$ cat src/rtl/core/assert_macros.svh
// ----------------------------------------------------------------------------
// assert_macros.svh
// Assertion shorthands shared by the RTL of the range filter.
// ----------------------------------------------------------------------------
`ifndef ASSERT_MACROS_SVH
`define ASSERT_MACROS_SVH

// Property checked at every rising i_clk edge, off while reset is held.
`define ASSERT_CLK(label, prop, msg) \
    label: assert property (@(posedge i_clk) disable iff (!i_rst_n) (prop)) \
        else $error(msg);

// Property that must hold at every edge, reset included.
`define ASSERT_ALWAYS(label, prop, msg) \
    label: assert property (@(posedge i_clk) (prop)) else $error(msg);

`endif

$ cat src/rtl/core/mer_pkg.sv
// ----------------------------------------------------------------------------
// mer_pkg
// Types and constants shared by the median/average range filter.
// ----------------------------------------------------------------------------
package mer_pkg;

    localparam int DIST_W   = 16;
    localparam int AVG_W    = 24;
    localparam int FRAC_W   = 8;
    localparam int WEIGHT_W = 16;
    localparam int PROD_W   = AVG_W + WEIGHT_W;

    localparam logic [WEIGHT_W-1:0] WEIGHT_RESET = 16'd19661;
    localparam logic [PROD_W:0]     ROUND_HALF   = (PROD_W + 1)'(32768);

    // Per-cycle commands to the cell row
    typedef struct packed {
        logic load;
        logic rank;
    } t_cell_ctrl;

    // Sample circulating through the row during ranking
    typedef struct packed {
        logic [DIST_W-1:0] val;
        logic              vld;
    } t_token;

endpackage

$ cat src/rtl/core/mer_cell.sv
// ----------------------------------------------------------------------------
// mer_cell
// One window slot: holds a sample, shifts it on load, and counts how many
// circulating samples rank below it while the token row rotates.
// ----------------------------------------------------------------------------
module mer_cell #(
    parameter int IDX_W    = 3,
    parameter int CNT_W    = 3,
    parameter int CELL_IDX = 0
) (
    input  logic                      i_clk,
    input  logic                      i_rst_n,
    input  mer_pkg::t_cell_ctrl       i_ctrl,
    input  logic [mer_pkg::DIST_W-1:0] i_sample,
    input  logic                      i_valid,
    input  mer_pkg::t_token           i_tok,
    input  logic [IDX_W-1:0]          i_tok_idx,
    output logic [mer_pkg::DIST_W-1:0] o_sample,
    output logic                      o_valid,
    output mer_pkg::t_token           o_tok,
    output logic [IDX_W-1:0]          o_tok_idx,
    output logic [CNT_W-1:0]          o_cnt
);
    import mer_pkg::*;

    localparam logic [IDX_W-1:0] MY_IDX = IDX_W'(CELL_IDX);

    logic [DIST_W-1:0] r_sample;
    logic              r_valid;
    t_token            r_tok;
    logic [IDX_W-1:0]  r_tok_idx;
    logic [CNT_W-1:0]  r_cnt;
    logic              below;

    // tie on equal values broken by slot index
    assign below = r_tok.vld && ((r_tok.val < r_sample) ||
                                 ((r_tok.val == r_sample) && (r_tok_idx < MY_IDX)));

    always_ff @(posedge i_clk) begin
        if (!i_rst_n) begin
            r_valid   <= 1'b0;
            r_tok.vld <= 1'b0;
            r_cnt     <= '0;
        end else if (i_ctrl.load) begin
            r_sample  <= i_sample;
            r_valid   <= i_valid;
            r_tok.val <= i_sample;
            r_tok.vld <= i_valid;
            r_tok_idx <= MY_IDX;
            r_cnt     <= '0;
        end else if (i_ctrl.rank) begin
            r_tok     <= i_tok;
            r_tok_idx <= i_tok_idx;
            if (below) begin
                r_cnt <= r_cnt + CNT_W'(1);
            end
        end
    end

    assign o_sample  = r_sample;
    assign o_valid   = r_valid;
    assign o_tok     = r_tok;
    assign o_tok_idx = r_tok_idx;
    assign o_cnt     = r_cnt;

endmodule

$ cat src/rtl/core/mer_ema.sv
// ----------------------------------------------------------------------------
// mer_ema
// Exponential average in Q16.8: first sample loads, later samples move the
// average by weight * difference, rounded half away from zero.
// ----------------------------------------------------------------------------
`include "assert_macros.svh"

module mer_ema (
    input  logic                          i_clk,
    input  logic                          i_rst_n,
    input  logic                          i_start,
    input  logic [mer_pkg::DIST_W-1:0]    i_median,
    input  logic [mer_pkg::WEIGHT_W-1:0]  i_weight,
    output logic                          o_done,
    output logic [mer_pkg::AVG_W-1:0]     o_avg
);
    import mer_pkg::*;

    typedef enum logic [1:0] {
        E_IDLE,
        E_MUL,
        E_UPD
    } t_ema_state;

    t_ema_state        r_state;
    logic              r_primed;
    logic              r_done;
    logic              r_up;
    logic [AVG_W-1:0]  r_avg;
    logic [AVG_W-1:0]  r_mag;
    logic [PROD_W-1:0] r_prod;
    logic [AVG_W-1:0]  target;
    logic [PROD_W:0]   rounded;
    logic [AVG_W-1:0]  delta;

    assign target  = {i_median, {FRAC_W{1'b0}}};
    assign rounded = {1'b0, r_prod} + ROUND_HALF;
    assign delta   = rounded[PROD_W-1:WEIGHT_W];

    always_ff @(posedge i_clk) begin
        if (!i_rst_n) begin
            r_state  <= E_IDLE;
            r_primed <= 1'b0;
            r_done   <= 1'b0;
            r_avg    <= '0;
        end else begin
            r_done <= ((r_state == E_IDLE) && i_start && !r_primed) ||
                      (r_state == E_UPD);
            unique case (r_state)
                E_IDLE: begin
                    if (i_start) begin
                        if (!r_primed) begin
                            r_avg    <= target;
                            r_primed <= 1'b1;
                        end else begin
                            r_up    <= (target >= r_avg);
                            r_mag   <= (target >= r_avg) ? target - r_avg : r_avg - target;
                            r_state <= E_MUL;
                        end
                    end
                end
                E_MUL: begin
                    r_prod  <= PROD_W'(i_weight) * PROD_W'(r_mag);
                    r_state <= E_UPD;
                end
                E_UPD: begin
                    r_avg   <= r_up ? r_avg + delta : r_avg - delta;
                    r_state <= E_IDLE;
                end
                default: r_state <= E_IDLE;
            endcase
        end
    end

    assign o_done = r_done;
    assign o_avg  = r_avg;

    `ASSERT_CLK(a_primed_holds, !$fell(r_primed), "average lost its primed mark")
    `ASSERT_CLK(a_done_from_load_or_upd,
        r_done |-> ($past(r_state) == E_UPD) || ($past(i_start) && !$past(r_primed)),
        "average done without a load or update")

endmodule

$ cat src/rtl/core/median_ema_range_filter.sv
// ----------------------------------------------------------------------------
// median_ema_range_filter
// Range smoother: median over the last WINDOW_LENGTH valid readings through a
// row of ranking cells, then an exponential average in Q16.8.
// ----------------------------------------------------------------------------
//  channel   dir  tdata                                   tuser
//  s_axis    in   [15:0] range_mm                         sample_valid
//  m_axis    out  [15:0] raw_distance, [39:16] smoothed   raw_valid
//  cfg       in   i_cfg_wdata = smoothing_weight (Q0.16)  -
//
//  A valid reading passes through the rotation of samples through the cell row,
//  the median select and the multiply/update steps of the average (the first
//  valid one after reset loads it without them); an invalid one skips to output.
//  One transaction is in work at a time; s_axis_tready is high while idle, also
//  while a result still waits in the output register.
//  Reset is synchronous, active low; m_axis_tready low stalls the finish step.
// ----------------------------------------------------------------------------
`include "assert_macros.svh"

module median_ema_range_filter #(
    parameter int WINDOW_LENGTH = 5
) (
    input  logic                          i_clk,
    input  logic                          i_rst_n,
    input  logic                          i_cfg_we,
    input  logic [mer_pkg::WEIGHT_W-1:0]  i_cfg_wdata,
    input  logic                          s_axis_tvalid,
    output logic                          s_axis_tready,
    input  logic [15:0]                   s_axis_tdata,   // [15:0] range_mm
    input  logic                          s_axis_tuser,   // [0] sample_valid
    output logic                          m_axis_tvalid,
    input  logic                          m_axis_tready,
    output logic [39:0]                   m_axis_tdata,   // [15:0] raw, [39:16] smoothed
    output logic                          m_axis_tuser    // [0] raw_valid
);
    import mer_pkg::*;

    localparam int N     = WINDOW_LENGTH;
    localparam int IDX_W = (N > 1) ? $clog2(N) : 1;
    localparam int CNT_W = $clog2(N + 1);
    localparam logic [CNT_W-1:0] FILL_MAX = CNT_W'(N);
    localparam logic [CNT_W-1:0] LAST_STEP = CNT_W'(N - 1);

    typedef enum logic [2:0] {
        S_IDLE,
        S_RANK,
        S_SEL,
        S_START,
        S_WAIT,
        S_OUT
    } t_state;

    t_state            r_state;
    logic [WEIGHT_W-1:0] r_weight;
    logic [CNT_W-1:0]  r_fill;
    logic [CNT_W-1:0]  r_step;
    logic [DIST_W-1:0] r_raw_dist;
    logic              r_raw_valid;
    logic [DIST_W-1:0] r_median;
    logic              r_o_valid;
    logic [39:0]       r_o_data;
    logic              r_o_user;

    logic              accept;
    t_cell_ctrl        ctrl;
    logic [CNT_W-1:0]  mid_rank;
    logic [DIST_W-1:0] median_sel;
    logic              ema_done;
    logic [AVG_W-1:0]  ema_avg;

    logic [DIST_W-1:0] cell_sample [N];
    logic              cell_valid  [N];
    t_token            cell_tok    [N];
    logic [IDX_W-1:0]  cell_idx    [N];
    logic [CNT_W-1:0]  cell_cnt    [N];

    assign s_axis_tready = (r_state == S_IDLE);
    assign accept        = s_axis_tvalid && s_axis_tready;
    assign ctrl.load     = accept && s_axis_tuser;
    assign ctrl.rank     = (r_state == S_RANK);
    assign mid_rank      = r_fill >> 1;

    for (genvar g = 0; g < N; g++) begin : g_cell
        localparam int PREV = (g == 0) ? N - 1 : g - 1;
        logic [DIST_W-1:0] shift_in;
        logic              shift_vld;

        assign shift_in  = (g == 0) ? s_axis_tdata : cell_sample[PREV];
        assign shift_vld = (g == 0) ? 1'b1 : cell_valid[PREV];

        mer_cell #(
            .IDX_W    (IDX_W),
            .CNT_W    (CNT_W),
            .CELL_IDX (g)
        ) u_cell (
            .i_clk     (i_clk),
            .i_rst_n   (i_rst_n),
            .i_ctrl    (ctrl),
            .i_sample  (shift_in),
            .i_valid   (shift_vld),
            .i_tok     (cell_tok[PREV]),
            .i_tok_idx (cell_idx[PREV]),
            .o_sample  (cell_sample[g]),
            .o_valid   (cell_valid[g]),
            .o_tok     (cell_tok[g]),
            .o_tok_idx (cell_idx[g]),
            .o_cnt     (cell_cnt[g])
        );
    end

    // ranks are unique among filled cells, so at most one matches
    always_comb begin
        median_sel = '0;
        for (int i = 0; i < N; i++) begin
            if (cell_valid[i] && (cell_cnt[i] == mid_rank)) begin
                median_sel = median_sel | cell_sample[i];
            end
        end
    end

    mer_ema u_ema (
        .i_clk    (i_clk),
        .i_rst_n  (i_rst_n),
        .i_start  (r_state == S_START),
        .i_median (r_median),
        .i_weight (r_weight),
        .o_done   (ema_done),
        .o_avg    (ema_avg)
    );

    always_ff @(posedge i_clk) begin
        if (!i_rst_n) begin
            r_weight <= WEIGHT_RESET;
        end else if (i_cfg_we) begin
            r_weight <= i_cfg_wdata;
        end
    end

    always_ff @(posedge i_clk) begin
        if (!i_rst_n) begin
            r_state   <= S_IDLE;
            r_fill    <= '0;
            r_step    <= '0;
            r_o_valid <= 1'b0;
        end else begin
            if (r_o_valid && m_axis_tready && (r_state != S_OUT)) begin
                r_o_valid <= 1'b0;
            end
            unique case (r_state)
                S_IDLE: begin
                    if (accept) begin
                        r_raw_dist  <= s_axis_tdata;
                        r_raw_valid <= s_axis_tuser;
                        r_step      <= '0;
                        if (s_axis_tuser) begin
                            if (r_fill != FILL_MAX) begin
                                r_fill <= r_fill + CNT_W'(1);
                            end
                            r_state <= S_RANK;
                        end else begin
                            r_state <= S_OUT;
                        end
                    end
                end
                S_RANK: begin
                    r_step <= r_step + CNT_W'(1);
                    if (r_step == LAST_STEP) begin
                        r_state <= S_SEL;
                    end
                end
                S_SEL: begin
                    r_median <= median_sel;
                    r_state  <= S_START;
                end
                S_START: r_state <= S_WAIT;
                S_WAIT: begin
                    if (ema_done) begin
                        r_state <= S_OUT;
                    end
                end
                S_OUT: begin
                    if (!r_o_valid || m_axis_tready) begin
                        r_o_valid <= 1'b1;
                        r_o_data  <= {ema_avg, r_raw_dist};
                        r_o_user  <= r_raw_valid;
                        r_state   <= S_IDLE;
                    end
                end
                default: r_state <= S_IDLE;
            endcase
        end
    end

    assign m_axis_tvalid = r_o_valid;
    assign m_axis_tdata  = r_o_data;
    assign m_axis_tuser  = r_o_user;

    `ASSERT_CLK(a_fill_bound, r_fill <= FILL_MAX, "fill count beyond window")
    `ASSERT_CLK(a_invalid_skips_rank,
        (accept && !s_axis_tuser) |=> (r_state == S_OUT), "invalid reading went to ranking")
    `ASSERT_CLK(a_done_only_waiting, ema_done |-> (r_state == S_WAIT),
        "average finished outside wait step")

endmodule

$ cat config.mk
export PLATFORM = sky130hd
export DESIGN_NAME = median_ema_range_filter
export DESIGN_NICKNAME = d
export VERILOG_FILES = /design/src/rtl/core/mer_pkg.sv /design/src/rtl/core/mer_cell.sv /design/src/rtl/core/mer_ema.sv /design/src/rtl/core/median_ema_range_filter.sv
export VERILOG_INCLUDE_DIRS = /design/src /design/src/rtl/core
export SDC_FILE = /design/constraint.sdc
export NUM_CORES = 2
export LEC_CHECK = 0
export BUFFER_PORTS_ARGS = -buffer_cell sky130_fd_sc_hd__buf_2
export CORE_UTILIZATION = 30
export CTS_CLUSTER_DIAMETER = 100
export DETAILED_ROUTE_END_ITERATION = 8
export SYNTH_ARGS = -nofsm -noshare
export SYNTH_HDL_FRONTEND = slang
export SYNTH_SLANG_ARGS = --single-unit
$ cat constraint.sdc
create_clock -name i_clk -period 5.9 [get_ports i_clk]
set_input_delay 0.295 -clock i_clk [delete_from_list [all_inputs] [get_ports i_clk]]
set_output_delay 0.295 -clock i_clk [all_outputs]
set_load 0.05 [all_outputs]
; ---- After elaboration in Yosys (flattened, before gate mapping)
; Index checks and enable logic that the tools add are counted.
[classes]
n_addsub = 12
mul = 1
order_cmp = 11
eq_ne = 27
muxes = 39
bitwise = 5
reduce_logical = 54
[ops]
columns = op, n
row1 = 2-to-1 mux 17 bit, 10
row2 = 2-to-1 mux 24 bit, 4
row3 = equality test 16 bit, 5
row4 = < comparator 16 bit, 5
row5 = 2-to-1 mux 16 bit, 5
row6 = subtractor 24 bit, 3
row7 = bitwise OR 16 bit, 4
row8 = one-hot mux 24 bit (2 select lines), 1
row9 = adder 40 x 16 -> 40 bit (second input constant), 1
row10 = multiplier 16 x 24 -> 40 bit, 1
row11 = 2-to-1 mux 3 bit, 11
row12 = adder 24 bit, 1
row13 = greater-or-equal comparator 24 bit, 1
row14 = AND reduction 2 bit, 12
row15 = adder 3 x 1 -> 3 bit (second input constant), 7
row16 = logical AND 1 bit, 21
row17 = one-hot mux 3 bit (6 select lines), 1
row18 = equality test 3 x 2 -> 1 bit, 5
row19 = AND reduction 4 bit, 3
row20 = inequality test 2 x 1 -> 1 bit (second input constant), 5
row21 = equality test 3 bit (second input constant), 3
row22 = AND reduction 3 bit, 3
row23 = logical OR 1 bit, 7
row24 = equality test 3 x 2 -> 1 bit (second input constant), 2
row25 = other kinds (18), 28
[totals]
ff_bits = 393
inputBits = 38
output_inout_bits = 43
word_cells = 196

; ---- Longest topological paths before layout
[depth]
word_depth = 11
depth_mapped = 24
ltp_nobuf = 22

; ---- Cells and area by module
; Synthesis repeated with hierarchy kept, for this count alone.
[unflattened]
hier_cells = 3102
area_unflattened_um2 = 32215.9
[by_module_without_submodules]
columns = mod, instances, cells_each, area_each_um2, seq_area_each_um2
row1 = mer_ema, 1, 2105, 18459.0, 2062.0
row2 = median_ema_range_filter, 1, 268, 3943.8, 2742.6
row3 = mer_cell at g_cell[3].u_cell, 1, 149, 2013.2, 1151.1
row4 = mer_cell at g_cell[2].u_cell, 1, 145, 1975.6, 1151.1
row5 = mer_cell at g_cell[4].u_cell, 1, 146, 1955.6, 1151.1
row6 = mer_cell at g_cell[0].u_cell, 1, 144, 1944.4, 1151.1
row7 = mer_cell at g_cell[1].u_cell, 1, 145, 1924.3, 1151.1

; ---- Worst setup path before layout
; No wires, ideal clock.
[synth_path]
path_type = reg2reg
start = register r_state[0]
end = register g_cell[0].u_cell.r_tok (netlist bit g_cell[0].u_cell.o_tok[10]), enable pin
setup_time_ps = 580
t_arrival_ps = 7055
required_ps = 5320
slack_ps = -1735
stages_incl_launch_ff = 7
path_buffers = 3
synth_period_minus_slack_ps = 7635
path_cell_list = dfxtp_1 clkbuf_1 nor3_1 nand3_1 clkbuf_1 clkbuf_1 a21oi_1
[synth_between]
elab_chain_cells = 5
word_cells_on_any_way = 6
classes_between = eq/ne: 1 / reduce/logical: 5
[synth_lines]
columns = element, line_no
row1 = "start, declared", median_ema_range_filter.sv:53  ; t_state r_state;
row2 = "start signal, assigned", median_ema_range_filter.sv:141  ; r_state <= S_IDLE;
row3 = "start signal, assigned", median_ema_range_filter.sv:159  ; r_state <= S_RANK;
row4 = "start signal, assigned", median_ema_range_filter.sv:161  ; r_state <= S_OUT;
row5 = zero test 3 bit, median_ema_range_filter.sv:77  ; assign s_axis_tready = (r_state == S_IDLE);
row6 = via s_axis_tready, median_ema_range_filter.sv:28  ; output logic s_axis_tready,
row7 = logical AND 1 bit, median_ema_range_filter.sv:78  ; assign accept = s_axis_tvalid && s_axis_tready;
row8 = logical AND 1 bit, median_ema_range_filter.sv:79  ; assign ctrl.load = accept && s_axis_tuser;
row9 = nonzero test 2 bit (no source line), --
row10 = AND reduction 2 bit (no source line), --
row11 = "end signal, assigned", mer_cell.sv:52  ; r_tok <= i_tok;
row12 = "end, declared", mer_cell.sv:30  ; t_token r_tok;
; The timed path passes the listed nets, and every way through them passes these cells.
; A chain may end at the register's enable or synchronous reset.

; ---- Worst setup path after layout
[layout_path]
start = register u_ema.r_mag[6]
end = register u_ema.r_prod[24] (data pin)
[layout_between]
elab_chain_cells = 1
[layout_lines]
columns = element, line_no
row1 = "start, declared", mer_ema.sv:30  ; logic [AVG_W-1:0] r_mag;
row2 = "start signal, assigned", mer_ema.sv:57  ; r_mag <= (target >= r_avg) ? target - r_avg : r_avg - target;
row3 = multiplier 16 x 24 -> 40 bit, mer_ema.sv:63  ; r_prod <= PROD_W'(i_weight) * PROD_W'(r_mag);
row4 = "end signal, assigned", mer_ema.sv:63
row5 = "end, declared", mer_ema.sv:31  ; logic [PROD_W-1:0] r_prod;
; No other way between the ends.

==> impl_summary.md <==
Logic synthesis
The cell area that synthesis handed to floorplanning was 31,900 µm². In this run the mean area of a mapped cell was 9.88 µm². The predominant post-synthesis flop cell is sky130_fd_sc_hd__edfxtp_1. The number of enable flip-flop cells after synthesis is 299.

After synthesis, the netlist uses 91 different library cells. After synthesis the netlist holds a flip-flop and latch count of 378. Of the synthesized area, sequential elements account for 0.331. The number of instances in the synthesized netlist is 3,233. During synthesis, Yosys emitted a total of 0 warnings. In the synthesized netlist the async set-or-reset flop fraction comes to 0. The number of nets handed over by synthesis was 3,831.

Global routing
Across every metal layer, demand over resource in global routing totals 0.157. The first global-routing pass estimated 134 mm of wire. The overall overflow remaining after global route is 0. The number of global-route vias before repair is 23,925.

The number of antenna violations at the first check in global routing came to 4. The maximum number of pins on one net before global-route repair is 87.

Worst setup path
The worst path required time is 6200 ps. The type of destination of the critical path is a flop. The nature of the critical path startpoint is a flop. Grouping stages by cell kind, the critical path spends the most delay in adder cells. The most common cell type on the critical path is sky130_fd_sc_hd__fa_1. The largest single stage delay on the critical path is 550 ps. Across all register-to-register paths, the minimum setup slack is -200 ps. In this run the critical register-to-register path is launched from u_ema.r_mag[6]$_DFFE_PP_.

The number of buffer and inverter instances along the worst setup path is 7. For the worst setup path, the data arrival time is 6400 ps. The category of the critical setup timing path is flop to flop. The critical path starts at u_ema.r_mag[6]$_DFFE_PP_. The largest fanout on the critical path is 3. The highest-delay cell along the critical path is sky130_fd_sc_hd__fa_1.

The signal on the critical path passes through and2_4, fa_1, inv_2, fa_1, fa_1, fa_1, inv_2, fa_1, inv_1, fa_1, inv_2, ha_4, and4_1, a221o_1, a21oi_2, buf_6, buf_6, a21oi_4, a311oi_4, buf_4, o21bai_1, xor2_1.

Routing
Across all layers, the routed design uses 23,495 vias. The routed length per placed instance is 17.0 µm. The count of nets left with antenna violations after detail routing is 0. For this run, the detailed router's first-pass iteration total came to 9.

The mean number of vias per cell is 4.81. The number of remaining DRC errors is 14. The number of violations reported at the end of detailed-routing iteration 0 is 1,735. After detailed routing, the total wire length is 83.3 mm.

Timing
Setup repair after global routing could not meet its margin everywhere. The highest achievable clock rate is 164 MHz. The sum of negative setup slack is -1570 ps. The number of max-slew violations in the final report came to 0. The number of hold violations in the final report came to 0. The final period utilization is 1.03. The routed design could run at a clock period as short as 6100 ps. At the pin with the least slew margin, the transition time is 988 ps.

The final worst setup slack is -202 ps. The final-report setup violation count is 15. The setup skew after layout is 24.7 ps. Headroom to the max-slew limit came out at 0.341.

Placement
The congestion estimate from routability-driven global placement came to 0.847. The HPWL after detailed placement is 64.8 mm. Prior to clock tree synthesis, the placed netlist has a worst setup slack of -467 ps. The count of buffers inserted at the top-level ports is 80.

The number of cells after detailed placement is 4,750.

Outcome
The final reports fail on design-rule violations, negative setup slack. The flow ran to the end, but the final reports show violations.

Pwr
In this run the static leakage power is 0.0164 µW. In this run the power density over the cells is 420 nW/µm². The maximum VDD drop is 748 µV.

Floorplanning
The height of the chip is 328 µm. The core region is 105,000 µm². For this configuration, the core starts out at a cell density of 0.303.

The total number of placement rows is 119. The die width is 328 µm. 81 I/O pins were placed. The floorplan step defined a die boundary enclosing 108,000 µm².

Final layout
The repair_antennas step left the layout with diodes totalling 0. In the final layout, the multi-input gates occupy 19,600 µm². The number of cells in the finished layout apart from fillers is 4,887. The net count of the finished layout is 4,064. Compared with the post-synthesis result, the final layout area differs by 17.8%.

The layout filler cell count is 10,623. In the layout the commonest cells are sky130_fd_sc_hd__inv_1, sky130_fd_sc_hd__nand2_1, sky130_fd_sc_hd__edfxtp_1. In the final layout, flip-flops and latches occupy 10,600 µm². The commonest non-fill, non-tap cell in the layout is sky130_fd_sc_hd__inv_1. The fraction of layout instances using a drive strength above 1 is 0.154.

CTS
The maximum clock path buffer count is 3. The maximum level of the CTS H-tree is 2. The total clock buffers created by CTS is 40. Clock-pin slew was measured on the worst setup and hold paths at 60 ps. TritonCTS built the clock tree. Clock tree synthesis found a total of 378 sinks. The cell sitting at the root of the clock tree is a sky130_fd_sc_hd__clkbuf_16. The later-pin clock latency in the skew report is 580 ps.

Worst hold path
The worst min-delay path category is input port to flop. The worst hold path begins at s_axis_tuser.

Flow run
The max-cap violation count is 0.
-- cell usage after synthesis, drive strengths merged (17+ instances only) --
| library cell | number | area, µm² |
|---|---|---|
| xor2 | 41 | 359 |
| clkbuf | 119 | 447 |
| edfxtp | 299 | 8980 |
| o21a | 23 | 173 |
| dfxtp | 79 | 1580 |
| and3 | 21 | 136 |
| and2 | 178 | 1110 |
| a21o | 43 | 323 |
| nand3 | 51 | 260 |
| a22oi | 19 | 148 |
| xnor2 | 78 | 683 |
| nand2 | 469 | 1760 |
| a211oi | 28 | 223 |
| nor3 | 43 | 226 |
| o21ai | 135 | 676 |
| nor2 | 105 | 394 |
| inv | 501 | 1880 |
| mux2i | 40 | 400 |
| nand2b | 17 | 106 |
| buf | 19 | 105 |
| ha | 253 | 3170 |
| a21oi | 109 | 549 |
| fa | 307 | 6150 |
| nand4 | 26 | 184 |
-- path summary, 6_finish.rpt --
kind / end / cells past startpoint
worst max-delay path: u_ema.r_prod[24]$_DFFE_PP_ / 22
worst min-delay path: r_raw_valid$_DFFE_PP_ / 1
worst max register to register: u_ema.r_prod[24]$_DFFE_PP_ / 22
worst min register to register: m_axis_tdata[2]$_DFFE_PP_ / 0
-- final cells by class --
class | count | share of cell area
inverter | 502 | 0.0501
clock inverter | 21 | 0.00558
sequential | 378 | 0.281
multi-input combinational | 2215 | 0.521
tap | 1391 | 0.0462
timing repair buffer | 329 | 0.0677
clock buffer | 51 | 0.0277
-- layer usage --
layer	part of all wire	wire (µm)	global-route usage
met4	0.020	1680	0.0362
met1	0.45	37300	0.213
met2	0.48	40100	0.264
met3	0.051	4260	0.0198
met5	0	0	0
-- worst register-to-register path, stage by stage, from the launching register on --
cell                       delay (ps)
sky130_fd_sc_hd__edfxtp_1         490
sky130_fd_sc_hd__and2_4           190
sky130_fd_sc_hd__fa_1             510
sky130_fd_sc_hd__inv_2             40
sky130_fd_sc_hd__fa_1             550
sky130_fd_sc_hd__fa_1             440
sky130_fd_sc_hd__fa_1             530
sky130_fd_sc_hd__inv_2             40
sky130_fd_sc_hd__fa_1             480
sky130_fd_sc_hd__inv_1             50
sky130_fd_sc_hd__fa_1             490
sky130_fd_sc_hd__inv_2             50
sky130_fd_sc_hd__ha_4             230
sky130_fd_sc_hd__and4_1           160
sky130_fd_sc_hd__a221o_1          330
sky130_fd_sc_hd__a21oi_2          170
sky130_fd_sc_hd__buf_6            160
sky130_fd_sc_hd__buf_6            110
sky130_fd_sc_hd__a21oi_4           70
sky130_fd_sc_hd__a311oi_4         310
sky130_fd_sc_hd__buf_4            200
sky130_fd_sc_hd__o21bai_1          80
sky130_fd_sc_hd__xor2_1           160
-- logic make-up after synthesis --
logic type / count (synthesis) / share of synthesized area
xor gates and xnor gates: 119 / 0.0326
and+or+nand+nor: 992 / 0.150
adders and majority gates: 560 / 0.291
muxes: 47 / 0.0154
buffers and inverters: 640 / 0.0763
AOI/OAI and AO/OA: 497 / 0.104
DFF: 378 / 0.331
-- power breakdown --
group | switching, µW | internal, µW | total [µW]
logic | 4920 | 5000 | 9920
registers | 80.6 | 3290 | 3370
clock network | 1140 | 1360 | 2500
-- repair_timing --
action | in CTS | in global routing
gates cloned | 0 | 0
hold buffers | 30 | 0
pin swaps | 71 | 54
endpoints found under the setup margin | 22 | 22
endpoints found under the hold margin | 46 | 0
setup buffers | 23 | 12
gates resized for setup | 91 | 90
-- flip-flops by register name, indices dropped and copies added, names as in the netlist, 2 cells and up --
signal / flops
m_axis_tdata: 40
r_raw_dist: 16
u_ema.r_state: 2
u_ema.r_prod: 25
r_step: 3
g_cell.u_cell.o_sample: 80
g_cell.u_cell.o_tok_idx: 15
g_cell.u_cell.o_cnt: 15
g_cell.u_cell.o_tok: 85
r_weight: 16
g_cell.u_cell.o_valid: 5
r_fill: 3
r_state: 3
u_ema.o_avg: 24
r_median: 16
u_ema.r_mag: 24
-- through the flow --
stage,utilization,cell area [µm²],power [µW],hold WS [ps]
3_3_place_gp,0.334,35200,11100,403
6_report,0.357,37600,15800,30.2
4_1_cts,0.353,37200,14800,5.42
5_1_grt,0.357,37600,17000,22.3
2_1_floorplan,-,32200,8150,394
3_5_place_dp,0.334,35200,11100,411
Power figures use the tool's default switching activity.
